<file path="src/rtl/dnsp_pkg.sv">
// dnsp_pkg: shared types and constants for the dns message section parser
// no dependencies

package dnsp_pkg;

    typedef enum logic [3:0] {
        PH_HEADER = 4'd0,
        PH_QLEN   = 4'd1,
        PH_QTEXT  = 4'd2,
        PH_QTYPE  = 4'd3,
        PH_QCLASS = 4'd4,
        PH_ALEN   = 4'd5,
        PH_ATEXT  = 4'd6,
        PH_ATYPE  = 4'd7,
        PH_ACLASS = 4'd8,
        PH_TTL    = 4'd9,
        PH_RDLEN  = 4'd10,
        PH_RDATA  = 4'd11,
        PH_TRAIL  = 4'd12
    } phase_t;

    localparam logic [3:0] CLS_HEADER  = 4'd0;
    localparam logic [3:0] CLS_LABLEN  = 4'd1;
    localparam logic [3:0] CLS_LABTEXT = 4'd2;
    localparam logic [3:0] CLS_NAMEEND = 4'd3;
    localparam logic [3:0] CLS_TYPE    = 4'd4;
    localparam logic [3:0] CLS_CLASS   = 4'd5;
    localparam logic [3:0] CLS_TTL     = 4'd6;
    localparam logic [3:0] CLS_RDLEN   = 4'd7;
    localparam logic [3:0] CLS_RDATA   = 4'd8;
    localparam logic [3:0] CLS_TRAIL   = 4'd9;

    localparam logic [1:0] SEC_NONE = 2'd0;
    localparam logic [1:0] SEC_QUES = 2'd1;
    localparam logic [1:0] SEC_ANS  = 2'd2;

    localparam logic [7:0] DOT_CHAR = 8'h2E;
    localparam logic [7:0] NUL_CHAR = 8'h00;
    localparam logic [3:0] HEADER_LAST = 4'd11;

    localparam int QUEUE_DEPTH = 2;

    // classified byte carried from front to back
    typedef struct packed {
        logic [3:0]  byte_class;
        logic [1:0]  section;
        logic [15:0] record_index;
        logic [7:0]  out_byte;
        logic        out_valid;
        logic [31:0] field_value;
        logic        field_done;
        logic        message_done;
    } result_t;

    localparam int RESULT_W = $bits(result_t);

endpackage

</file>
<file path="src/rtl/dns_message_section_parser_core.sv">
// dns message section parser: one message byte in, one classified result out
// path: an input transfer is written into the queue, then into the output register
// throughput: one byte per cycle while the queue is not full
// reset: aresetn synchronous active low clears parse state, queue and mode
// depends on dnsp_pkg, dnsp_front, dnsp_queue, dnsp_back

module dns_message_section_parser_core #(
    parameter int QUEUE_DEPTH = dnsp_pkg::QUEUE_DEPTH
) (
    input  logic        aclk,
    input  logic        aresetn,
    input  logic        cfg_wr_en,
    input  logic        cfg_wr_data,     // network_mode
    input  logic        s_tvalid,
    output logic        s_tready,
    input  logic [7:0]  s_tdata,         // data_byte
    input  logic        s_tuser,         // message_start
    output logic        m_tvalid,
    input  logic        m_tready,
    // byte_class[3:0] section[5:4] record_index[21:6] out_byte[29:22]
    // out_valid[30] field_value[62:31] field_done[63] message_done[64], zero fill
    output logic [71:0] m_tdata
);

    logic              mode_reg;
    logic              in_fire, q_full, q_empty, q_rd;
    dnsp_pkg::result_t front_res, q_data, out_res;

    // mode register
    always_ff @(posedge aclk) begin
        if (!aresetn) mode_reg <= 1'b0;
        else if (cfg_wr_en) mode_reg <= cfg_wr_data;
    end

    assign s_tready = !q_full;
    assign in_fire  = s_tvalid && s_tready;

    dnsp_front u_front (
        .aclk, .aresetn, .network_mode(mode_reg), .in_fire,
        .data_byte(s_tdata), .message_start(s_tuser), .result(front_res)
    );

    dnsp_queue #(.DEPTH(QUEUE_DEPTH)) u_queue (
        .aclk, .aresetn, .wr_en(in_fire), .wr_data(front_res), .full(q_full),
        .rd_en(q_rd), .rd_data(q_data), .empty(q_empty)
    );

    dnsp_back u_back (
        .aclk, .aresetn, .q_empty, .q_data, .q_rd,
        .m_tvalid, .m_tready, .m_data(out_res)
    );

    // pack result fields, first field lowest
    assign m_tdata = {7'd0, out_res.message_done, out_res.field_done,
                      out_res.field_value, out_res.out_valid, out_res.out_byte,
                      out_res.record_index, out_res.section, out_res.byte_class};

    // no transfer into a full queue
    a_no_overflow: assert property (@(posedge aclk) disable iff (!aresetn)
        q_full |-> !in_fire) else $error("queue overflow");

    // a stalled result holds
    a_out_hold: assert property (@(posedge aclk) disable iff (!aresetn)
        m_tvalid && !m_tready |=> m_tvalid && $stable(m_tdata))
        else $error("result changed under stall");

    // field value only with field_done
    a_field_zero: assert property (@(posedge aclk) disable iff (!aresetn)
        m_tvalid && !m_tdata[63] |-> m_tdata[62:31] == 32'd0)
        else $error("field value without field_done");

endmodule

</file>
<file path="src/rtl/dnsp_front.sv">
// dnsp_front: per-byte parse state machine and classifier
// depends on dnsp_pkg

module dnsp_front (
    input  logic                  aclk,
    input  logic                  aresetn,
    input  logic                  network_mode,
    input  logic                  in_fire,
    input  logic [7:0]            data_byte,
    input  logic                  message_start,
    output dnsp_pkg::result_t     result
);

    dnsp_pkg::phase_t phase_reg, phase_next, ph;
    logic [3:0]  bif_reg, bif_next, bif;
    logic [7:0]  lrem_reg, lrem_next, lrem;
    logic        lseen_reg, lseen_next, lseen;
    logic [15:0] qleft_reg, qleft_next, qleft;
    logic [15:0] aleft_reg, aleft_next, aleft;
    logic [15:0] rleft_reg, rleft_next, rleft;
    logic [31:0] acc_reg, acc_next, acc;
    logic [15:0] rec_reg, rec_next, rec;
    logic [31:0] acc_new;
    logic        fld_last;

    // state register
    always_ff @(posedge aclk) begin
        if (!aresetn) begin
            phase_reg <= dnsp_pkg::PH_HEADER;
            bif_reg   <= '0;
            lrem_reg  <= '0;
            lseen_reg <= 1'b0;
            qleft_reg <= '0;
            aleft_reg <= '0;
            rleft_reg <= '0;
            acc_reg   <= '0;
            rec_reg   <= '0;
        end else if (in_fire) begin
            phase_reg <= phase_next;
            bif_reg   <= bif_next;
            lrem_reg  <= lrem_next;
            lseen_reg <= lseen_next;
            qleft_reg <= qleft_next;
            aleft_reg <= aleft_next;
            rleft_reg <= rleft_next;
            acc_reg   <= acc_next;
            rec_reg   <= rec_next;
        end
    end

    // field value in the reporting byte order
    function automatic logic [31:0] report(input logic [31:0] v, input logic four,
                                           input logic net);
        logic [31:0] r;
        begin
            if (four) r = net ? {v[7:0], v[15:8], v[23:16], v[31:24]} : v;
            else      r = net ? {16'd0, v[7:0], v[15:8]} : {16'd0, v[15:0]};
            return r;
        end
    endfunction

    // next state and classification
    always_comb begin
        ph    = message_start ? dnsp_pkg::PH_HEADER : phase_reg;
        bif   = message_start ? 4'd0  : bif_reg;
        lrem  = message_start ? 8'd0  : lrem_reg;
        lseen = message_start ? 1'b0  : lseen_reg;
        qleft = message_start ? 16'd0 : qleft_reg;
        aleft = message_start ? 16'd0 : aleft_reg;
        rleft = message_start ? 16'd0 : rleft_reg;
        acc   = message_start ? 32'd0 : acc_reg;
        rec   = message_start ? 16'd0 : rec_reg;

        phase_next = ph;   bif_next = bif;     lrem_next = lrem;
        lseen_next = lseen; qleft_next = qleft; aleft_next = aleft;
        rleft_next = rleft; acc_next = acc;     rec_next = rec;

        acc_new  = (bif == 4'd0) ? {24'd0, data_byte} : {acc[23:0], data_byte};
        fld_last = 1'b0;

        result = '0;
        result.record_index = rec;

        case (ph)
            dnsp_pkg::PH_HEADER: begin
                result.byte_class   = dnsp_pkg::CLS_HEADER;
                result.record_index = '0;
                acc_next = bif[0] ? {acc[23:0], data_byte} : {24'd0, data_byte};
                bif_next = bif + 4'd1;
                if (bif[0]) begin
                    result.field_done  = 1'b1;
                    result.field_value = report(acc_next, 1'b0, network_mode);
                    if (bif == 4'd5) qleft_next = acc_next[15:0];
                    if (bif == 4'd7) aleft_next = acc_next[15:0];
                end
                if (bif >= dnsp_pkg::HEADER_LAST) begin
                    bif_next   = '0;
                    rec_next   = '0;
                    lseen_next = 1'b0;
                    if (qleft_next != 16'd0) phase_next = dnsp_pkg::PH_QLEN;
                    else if (aleft_next != 16'd0) phase_next = dnsp_pkg::PH_ALEN;
                    else begin
                        phase_next = dnsp_pkg::PH_TRAIL;
                        result.message_done = 1'b1;
                    end
                end
            end
            dnsp_pkg::PH_QLEN, dnsp_pkg::PH_ALEN: begin
                result.section   = (ph == dnsp_pkg::PH_QLEN) ? dnsp_pkg::SEC_QUES
                                                            : dnsp_pkg::SEC_ANS;
                result.out_valid = 1'b1;
                if (data_byte == 8'd0) begin
                    result.byte_class = dnsp_pkg::CLS_NAMEEND;
                    result.out_byte   = dnsp_pkg::NUL_CHAR;
                    bif_next = '0;
                    phase_next = (ph == dnsp_pkg::PH_QLEN) ? dnsp_pkg::PH_QTYPE
                                                          : dnsp_pkg::PH_ATYPE;
                end else begin
                    result.byte_class = dnsp_pkg::CLS_LABLEN;
                    if (network_mode) result.out_byte = data_byte;
                    else if (lseen)  result.out_byte = dnsp_pkg::DOT_CHAR;
                    else             result.out_valid = 1'b0;
                    lseen_next = 1'b1;
                    lrem_next  = data_byte;
                    phase_next = (ph == dnsp_pkg::PH_QLEN) ? dnsp_pkg::PH_QTEXT
                                                          : dnsp_pkg::PH_ATEXT;
                end
            end
            dnsp_pkg::PH_QTEXT, dnsp_pkg::PH_ATEXT: begin
                result.section    = (ph == dnsp_pkg::PH_QTEXT) ? dnsp_pkg::SEC_QUES
                                                              : dnsp_pkg::SEC_ANS;
                result.byte_class = dnsp_pkg::CLS_LABTEXT;
                result.out_byte   = data_byte;
                result.out_valid  = 1'b1;
                lrem_next = lrem - 8'd1;
                if (lrem_next == 8'd0)
                    phase_next = (ph == dnsp_pkg::PH_QTEXT) ? dnsp_pkg::PH_QLEN
                                                           : dnsp_pkg::PH_ALEN;
            end
            dnsp_pkg::PH_QTYPE, dnsp_pkg::PH_ATYPE, dnsp_pkg::PH_QCLASS,
            dnsp_pkg::PH_ACLASS, dnsp_pkg::PH_TTL, dnsp_pkg::PH_RDLEN: begin
                acc_next = acc_new;
                bif_next = bif + 4'd1;
                fld_last = (ph == dnsp_pkg::PH_TTL) ? (bif_next >= 4'd4)
                                                    : (bif_next >= 4'd2);
                result.section = (ph == dnsp_pkg::PH_QTYPE || ph == dnsp_pkg::PH_QCLASS)
                                 ? dnsp_pkg::SEC_QUES : dnsp_pkg::SEC_ANS;
                case (ph)
                    dnsp_pkg::PH_QTYPE, dnsp_pkg::PH_ATYPE:
                        result.byte_class = dnsp_pkg::CLS_TYPE;
                    dnsp_pkg::PH_TTL:   result.byte_class = dnsp_pkg::CLS_TTL;
                    dnsp_pkg::PH_RDLEN: result.byte_class = dnsp_pkg::CLS_RDLEN;
                    default:            result.byte_class = dnsp_pkg::CLS_CLASS;
                endcase
                if (fld_last) begin
                    bif_next = '0;
                    result.field_done  = 1'b1;
                    result.field_value = report(acc_new, ph == dnsp_pkg::PH_TTL,
                                                network_mode);
                    case (ph)
                        dnsp_pkg::PH_QTYPE:  phase_next = dnsp_pkg::PH_QCLASS;
                        dnsp_pkg::PH_ATYPE:  phase_next = dnsp_pkg::PH_ACLASS;
                        dnsp_pkg::PH_ACLASS: phase_next = dnsp_pkg::PH_TTL;
                        dnsp_pkg::PH_TTL:    phase_next = dnsp_pkg::PH_RDLEN;
                        dnsp_pkg::PH_QCLASS: begin
                            qleft_next = qleft - 16'd1;
                            rec_next   = rec + 16'd1;
                            lseen_next = 1'b0;
                            if (qleft_next != 16'd0) phase_next = dnsp_pkg::PH_QLEN;
                            else begin
                                rec_next = '0;
                                if (aleft != 16'd0) phase_next = dnsp_pkg::PH_ALEN;
                                else begin
                                    phase_next = dnsp_pkg::PH_TRAIL;
                                    result.message_done = 1'b1;
                                end
                            end
                        end
                        default: begin
                            rleft_next = acc_new[15:0];
                            if (acc_new[15:0] != 16'd0) phase_next = dnsp_pkg::PH_RDATA;
                            else begin
                                aleft_next = aleft - 16'd1;
                                rec_next   = rec + 16'd1;
                                lseen_next = 1'b0;
                                if (aleft_next != 16'd0) phase_next = dnsp_pkg::PH_ALEN;
                                else begin
                                    phase_next = dnsp_pkg::PH_TRAIL;
                                    rec_next   = '0;
                                    result.message_done = 1'b1;
                                end
                            end
                        end
                    endcase
                end
            end
            dnsp_pkg::PH_RDATA: begin
                result.section    = dnsp_pkg::SEC_ANS;
                result.byte_class = dnsp_pkg::CLS_RDATA;
                result.out_byte   = data_byte;
                result.out_valid  = 1'b1;
                rleft_next = rleft - 16'd1;
                if (rleft_next == 16'd0) begin
                    aleft_next = aleft - 16'd1;
                    rec_next   = rec + 16'd1;
                    lseen_next = 1'b0;
                    if (aleft_next != 16'd0) phase_next = dnsp_pkg::PH_ALEN;
                    else begin
                        phase_next = dnsp_pkg::PH_TRAIL;
                        rec_next   = '0;
                        result.message_done = 1'b1;
                    end
                end
            end
            default: begin
                result.byte_class   = dnsp_pkg::CLS_TRAIL;
                result.record_index = '0;
                phase_next = dnsp_pkg::PH_TRAIL;
            end
        endcase
    end

endmodule

</file>
<file path="src/rtl/dnsp_queue.sv">
// dnsp_queue: short fifo of classified results between front and back
// depends on dnsp_pkg

module dnsp_queue #(
    parameter int DEPTH = dnsp_pkg::QUEUE_DEPTH
) (
    input  logic              aclk,
    input  logic              aresetn,
    input  logic              wr_en,
    input  dnsp_pkg::result_t wr_data,
    output logic              full,
    input  logic              rd_en,
    output dnsp_pkg::result_t rd_data,
    output logic              empty
);

    localparam int AW = (DEPTH > 1) ? $clog2(DEPTH) : 1;

    dnsp_pkg::result_t mem_reg [DEPTH];
    logic [AW-1:0] wptr_reg, rptr_reg;
    logic [AW:0]   cnt_reg;

    assign full    = (cnt_reg == (AW+1)'(DEPTH));
    assign empty   = (cnt_reg == '0);
    assign rd_data = mem_reg[rptr_reg];

    // storage, no reset needed
    always_ff @(posedge aclk) begin
        if (wr_en) mem_reg[wptr_reg] <= wr_data;
    end

    // pointers and fill count
    always_ff @(posedge aclk) begin
        if (!aresetn) begin
            wptr_reg <= '0;
            rptr_reg <= '0;
            cnt_reg  <= '0;
        end else begin
            if (wr_en)
                wptr_reg <= (wptr_reg == AW'(DEPTH-1)) ? '0 : wptr_reg + AW'(1);
            if (rd_en)
                rptr_reg <= (rptr_reg == AW'(DEPTH-1)) ? '0 : rptr_reg + AW'(1);
            cnt_reg <= cnt_reg + (AW+1)'(wr_en) - (AW+1)'(rd_en);
        end
    end

endmodule

</file>
<file path="src/rtl/dnsp_back.sv">
// dnsp_back: output register stage driving the result stream
// depends on dnsp_pkg

module dnsp_back (
    input  logic              aclk,
    input  logic              aresetn,
    input  logic              q_empty,
    input  dnsp_pkg::result_t q_data,
    output logic              q_rd,
    output logic              m_tvalid,
    input  logic              m_tready,
    output dnsp_pkg::result_t m_data
);

    logic              valid_reg;
    dnsp_pkg::result_t data_reg;

    // load when the output slot is free or being drained
    assign q_rd     = !q_empty && (!valid_reg || m_tready);
    assign m_tvalid = valid_reg;
    assign m_data   = data_reg;

    always_ff @(posedge aclk) begin
        if (!aresetn) valid_reg <= 1'b0;
        else if (q_rd) valid_reg <= 1'b1;
        else if (m_tready) valid_reg <= 1'b0;
    end

    always_ff @(posedge aclk) begin
        if (q_rd) data_reg <= q_data;
    end

endmodule
</file>
<file path="config.mk">
export PLATFORM = sky130hd
export DESIGN_NAME = dns_message_section_parser_core
export DESIGN_NICKNAME = d
export VERILOG_FILES = /design/src/rtl/dnsp_pkg.sv /design/src/rtl/dns_message_section_parser_core.sv /design/src/rtl/dnsp_front.sv /design/src/rtl/dnsp_queue.sv /design/src/rtl/dnsp_back.sv
export SDC_FILE = /design/constraint.sdc
export NUM_CORES = 1
export LEC_CHECK = 0
export CAP_MARGIN = 20
export CELL_PAD_IN_SITES_DETAIL_PLACEMENT = 0
export CELL_PAD_IN_SITES_GLOBAL_PLACEMENT = 1
export CORE_MARGIN = 3
export CORE_UTILIZATION = 50
export CTS_CLUSTER_DIAMETER = 100
export DETAILED_ROUTE_END_ITERATION = 12
export DONT_BUFFER_PORTS = 1
export PLACE_DENSITY = 0.82
export SETUP_SLACK_MARGIN = 0.15
export SKIP_LAST_GASP = 1
export SLEW_MARGIN = 20
export SYNTH_ARGS = -nofsm -noshare
export SYNTH_HDL_FRONTEND = slang
export SYNTH_SLANG_ARGS = --single-unit
</file>
<file path="constraint.sdc">
create_clock -name aclk -period 5.8 [get_ports aclk]
set_input_delay 0 -clock aclk [delete_from_list [all_inputs] [get_ports aclk]]
set_output_delay 0 -clock aclk [all_outputs]
set_load 0.005 [all_outputs]
</file>
# Word-level counts from Yosys, hierarchy flattened
# Memory sizes are Yosys's and may differ from the RTL's. A register that Yosys moved wholly into a read port is not among the register bits.
# Index checks and enable logic that the tools add are counted.
classes:
  add_sub_neg: 10
  order_cmp: 3
  n_eq_ne: 14
  n_mux: 105
  n_reduce_logical: 28
ops:
  columns: ["op", "n"]
  rows:
  - ["$mux W16", 27]
  - ["$mux W32", 3]
  - ["$pmux W16 S2", 3]
  - ["$pmux W16 S3", 2]
  - ["$reduce_bool A16 Y1", 6]
  - ["$pmux W33 S2", 1]
  - ["$mux W4", 16]
  - ["$pmux W4 S5", 3]
  - ["$mux W24", 2]
  - ["$pmux W24 S2", 1]
  - ["$sub A16 B1 Y16 const B", 3]
  - ["$mux W34", 1]
  - ["$mux W33", 1]
  - ["$mux W8", 4]
  - ["$eq A4 B3 Y1 const B", 6]
  - ["$mux W1", 24]
  - ["$pmux W9 S2", 1]
  - ["$add A16 B1 Y16 const B", 1]
  - ["$eq A4 B4 Y1 const B", 4]
  - ["$logic_not A16 Y1", 1]
  - ["$logic_not A8 Y1", 2]
  - ["$pmux W8 S2", 1]
  - ["$pmux W4 S3", 1]
  - ["$reduce_or A11 Y1", 1]
  - ["other kinds (30)", 45]
word_totals:
  reg_bits: 111
  mem_bits_rw: 130
  in_bits: 15
  output_inout_bits: 74
  elab_cells: 175
  n_memories: 1
memory_table:
  columns: ["memory", "words", "width", "rd", "rd_clocked_by_memory_dff", "wr", "line", "text"]
  rows:
  - ["u_queue.mem_reg", 2, 65, 1, 1, 1, "dnsp_queue.sv:19", "dnsp_pkg::result_t mem_reg [DEPTH];"]

# Depth between registers and ports, before layout
logic_depth:
  word_depth: 10
  depth_mapped: 20
  ltp_nobuf: 12

# By module
# From an unflattened synthesis, not the netlist that was laid out.
unflattened:
  cells_unflattened: 1696
  hier_area_um2: 16743.6
modules_own_cells:
  columns: ["module", "instances", "cells_each", "area_per_inst_um2", "seq_area_each_um2"]
  rows:
  - ["dnsp_front", 1, 1391, 9524.1, 2102.0]
  - ["dnsp_queue", 1, 223, 5121.2, 4003.8]
  - ["dnsp_back", 1, 69, 1995.7, 1971.9]
  - ["dns_message_section_parser_core", 1, 13, 102.6, 20.0]

# Least setup slack after synthesis
# Ideal clock, no wire load.
synth_path:
  path_type: "reg-to-reg"
  startpoint: "register u_back.valid_reg, in the netlist u_back.m_tvalid"
  endpoint: "register u_queue.cnt_reg[1]"
  setup_time_ns: 0.128
  arrival_ns: 4.382
  required_time_ns: 5.672
  setup_slack_ns: 1.290
  path_stages_with_launch: 9
  path_buffers: 0
  synth_period_minus_slack_ns: 4.510
  cell_sequence: "dfxtp_1 nor2b_1 nor2_1 ha_1 inv_1 ha_1 xor2_1 xnor2_1 nor2_1"
synth_via:
  elab_chain_cells: 4
synth_lines:
  columns: ["item", "line", "text"]
  rows:
  - ["start: declaration", "dnsp_back.sv:15", "logic valid_reg;"]
  - ["start signal: assignment", "dnsp_back.sv:24", "if (!aresetn) valid_reg <= 1'b0;"]
  - ["start signal: assignment", "dnsp_back.sv:25", "else if (q_rd) valid_reg <= 1'b1;"]
  - ["start signal: assignment", "dnsp_back.sv:26", "else if (m_tready) valid_reg <= 1'b0;"]
  - ["$logic_not A1 Y1", "dnsp_back.sv:19", "assign q_rd = !q_empty && (!valid_reg || m_tready);"]
  - ["$logic_or A1 B1 Y1", "dnsp_back.sv:19", null]
  - ["$logic_and A1 B1 Y1", "dnsp_back.sv:19", null]
  - ["net q_rd", "dns_message_section_parser_core.sv:26", "logic in_fire, q_full, q_empty, q_rd;"]
  - ["$sub A2 B1 Y2", "dnsp_queue.sv:43", "cnt_reg <= cnt_reg + (AW+1)'(wr_en) - (AW+1)'(rd_en);"]
  - ["end signal: assignment", "dnsp_queue.sv:43", null]
  - ["end: declaration", "dnsp_queue.sv:21", "logic [AW:0] cnt_reg;"]
# The timed path passes the listed nets, and every way through them passes these cells.
# A chain may end at the register's enable or synchronous reset.

==> results.toml <==
[floorplanning]
num_rows = 65
die_h_microns = 187.8
initial_core_util_pct = 51.59
die_area_sq_um = 35280
die_w_microns = 187.8
core_sq_um = 32040
ios = 89

[clock_network]
clock-sinks = 306
cts_setup_buffers = 0
clk_pin_slew_ns = 0.07
clock_latency_ns = 0.56
cts_made_buffers = 31
clockRootBuffer = "clkbuf_16"
cts_tree = "built"
postCtsResizedCells = 0
ctsLongestPathBuffers = 3
cts_htree_levels = 1

[global_routing]
grt_max_degree = 78
grt_pass1_wl_microns = 76080
grt_pass1_vias = 12890
grt_usage_pct = 26.88
antenna_found_initial = 2
grt.overflow.total = 0

[logic_synthesis]
synth_area_sq_um = 16530
ys_ff_latch = 306
synthCells = 1745
yosys_warnings = 0
async_flop_share_pct = 0
seq_area_frac_synth_pct = 48.86
synth_edf_count = 195
syn_avg_cell_area_sq_um = 9.473
synthFlopType = "edfxtp_1"
synth_cell_type_count = 86

[setup_path]
crit_chain = "nor2b_1 > o21bai_1 > a21oi_1 > a21oi_1 > buf_4 > clkinv_1 > buf_4 > and2_1 > nand3_1 > nor2_1"
crit_buf_inv = 3
r2r-start = "u_front.phase_reg[3]$_SDFFE_PN0P_"
start_kind = "flop"
worst-r2r-cell-count = 10
path_delay_family = "simple AND/OR/NAND/NOR gates"
critPathLaunch = "u_front.phase_reg[3]$_SDFFE_PN0P_"
critPathArrivalTime_ns = 4.42
ff2ff_setup_slack_ns = 1.78
crit_path_max_fanout = 22
r2r_end = "u_queue.mem_reg[1][23]$_DFFE_PP_"
required_ns = 6.20
cp-endpoint = "u_queue.mem_reg[1][23]$_DFFE_PP_"
critical_path_class = "reg -> reg"
end_kind = "flop"
cp.depth = 10
cpMaxStageDelayCell = "dfxtp_1"
slowest_delay_ns = 0.72

[placed_design]
dp_cells = 2057
io_buffers = 0
dp_hpwl_microns = 30600
gp_congestion = 0.9491

[sta]
finalCriticalPeriod_ns = 4.020
slew_headroom_pct = 26.01
report.final.slew_viol_count = 0
rsz0062_at_grt = "no"
final.setup.tns_ns = 0
period_share_pct = 69.31
fmax_mhz = 248.8
setup_viol = 0
hold_ws_ns = -0.001154
finalHoldViolCount = 1
worst_pin_slew_ns = 1.110
clock_skew_ns = 0.01881

[final_layout]
drive_gt1_share_pct = 9.994
largest_register_ffs = 130
layout_commonest_cell = "edfxtp_1"
areaGrowthSynthToFinish_pct = 7.955
stdcell_count = 2137
final_cell_mix = "195 x edfxtp_1, 180 x nand2_1, 139 x o21ai_0"
utilization_pct = 55.69
n_fill_cell = 2779
nets = 1709

[drt]
routed_wl_microns = 48830
dr.first_iter.drc_count = 1715
wire_per_inst_microns = 22.85
vias = 13749
drc = 0
drtPass1Iterations = 6
ant_nets = 0
via_per_inst = 6.434

[power_and_ir_drop]
power_frac_seq_pct = 49.3
intPower_w = 0.004286
peakVddDrop_mv = 0.3250
p_per_area_nw_per_um2 = 348.0
power.static_leakage_nw = 6.140
power.switching_w = 0.001924
combPwrFrac_pct = 21.2
swShare_pct = 30.98
p_clk_share_pct = 29.5

[min_path]
hold_depth = 3
hold_path.class = "in -> reg"

[status]
violations = "hold timing"
status = "complete, but fails checks"

[job]
maxCapViolCount = 0
[area by class of cell]
cell class	count	area [sq um]	area share, %
flip-flops and latches	306	8080	45.28
multi-input cells	1268	7779	43.59
clock buffers	37	798.3	4.473
well taps	435	544.3	3.050
repair buffers	44	422.9	2.370
clock inverters	19	117.6	0.6590
inverters	27	101.3	0.5679
diodes	1	2.502	0.01402
[power groups by stage]
stage	sequential (W)	clock (W)	combinational, W
6_report	0.00306	0.00183	0.00131
3_5_place_dp	0.00312	0	0.00125
3_3_place_gp	0.00310	0	0.00123
2_1_floorplan	0.00303	0	0.000994
4_1_cts	0.00307	0.00186	0.00131
5_1_grt	0.00310	0.00196	0.00144
[worst min-delay path by stage]
stage                     start                                  to  slack, ns
finish                  s_tuser  u_front.qleft_reg[15]$_SDFFE_PN0P_     -0.001
global route         s_tdata[4]    u_queue.mem_reg[1][14]$_DFFE_PP_       0.05
CTS                  s_tdata[2]      u_front.lseen_reg$_SDFFE_PN0P_      0.001
detailed placement      s_tuser    u_front.rec_reg[15]$_SDFFE_PN0P_       0.14
global placement        aresetn   u_front.aleft_reg[4]$_SDFFE_PN0P_       0.13
floorplan           cfg_wr_data               mode_reg$_SDFFE_PN0P_       0.15
[worst min-delay path: stages]
cell and delay [ns]:
o21ai_0 0.27, nand3_1 0.17, o21ai_0 0.07
[Yosys cell counts (all sizes together), types with 6 or more instances]
cell type | n | area share, %
or2 | 10 | 0.38
a21oi | 118 | 3.6
inv | 26 | 0.59
o22ai | 23 | 0.87
o21a | 8 | 0.36
nand2b | 8 | 0.30
ha | 16 | 1.2
a21o | 8 | 0.36
dfxtp | 111 | 13
nor4b | 6 | 0.32
nor2b | 34 | 1.3
o21ai | 148 | 4.5
xnor2 | 25 | 1.3
a22oi | 49 | 2.2
a22o | 11 | 0.58
o211ai | 18 | 0.82
nor3b | 8 | 0.36
and2 | 37 | 1.4
mux2 | 65 | 4.4
nand3 | 54 | 1.6
edfxtp | 195 | 35
a31oi | 18 | 0.68
nor2 | 139 | 3.2
nor3 | 45 | 1.4
o31ai | 10 | 0.45
nor4 | 28 | 1.3
and3 | 21 | 0.79
mux2i | 29 | 1.8
nand2 | 181 | 4.1
a21boi | 15 | 0.68
clkbuf | 128 | 2.9
or3 | 12 | 0.45
nand4 | 18 | 0.68
buf | 22 | 0.82
or4 | 8 | 0.39
xor2 | 9 | 0.48
[timing repair]
item | in CTS | in global routing
endpoints found under the setup margin | 0 | 0
endpoints found under the hold margin | 187 | 0
hold buffers | 23 | 0
[through the flow]
step / cell area, sq um / power (W) / worst slack (ns)
floorplan: 16550 / 0.004025 / 1.290
global placement: 16660 / 0.004331 / 2.092
detailed placement: 16660 / 0.004364 / 1.982
CTS: 17840 / 0.006242 / 1.952
global route: 17840 / 0.006497 / 1.499
finish: 17850 / 0.006210 / 1.780
[metal layers]
metal	global-route usage, %	part of all wire, %	up-vias
met5	0	0.023	-
met4	8.860	3.4	2
met3	4.057	8.8	104
met2	41.04	44	686
met1	39.36	43	6622
li1	-	-	6335
[cells by family (layout without fill, tap and decap cells)]
kind of cell | after synthesis | in the layout | share of synthesized area [%]
simple gates | 625 | 625 | 18.77
compound gates | 492 | 492 | 18.80
flops | 306 | 306 | 48.86
buf+inv | 177 | 127 | 4.344
mux | 94 | 94 | 6.184
xor+xnor | 34 | 34 | 1.801
fa+ha+maj | 16 | 16 | 1.211
other cells | 1 | 8 | 0.02268
Note: power is estimated with default switching activity, not from simulation.
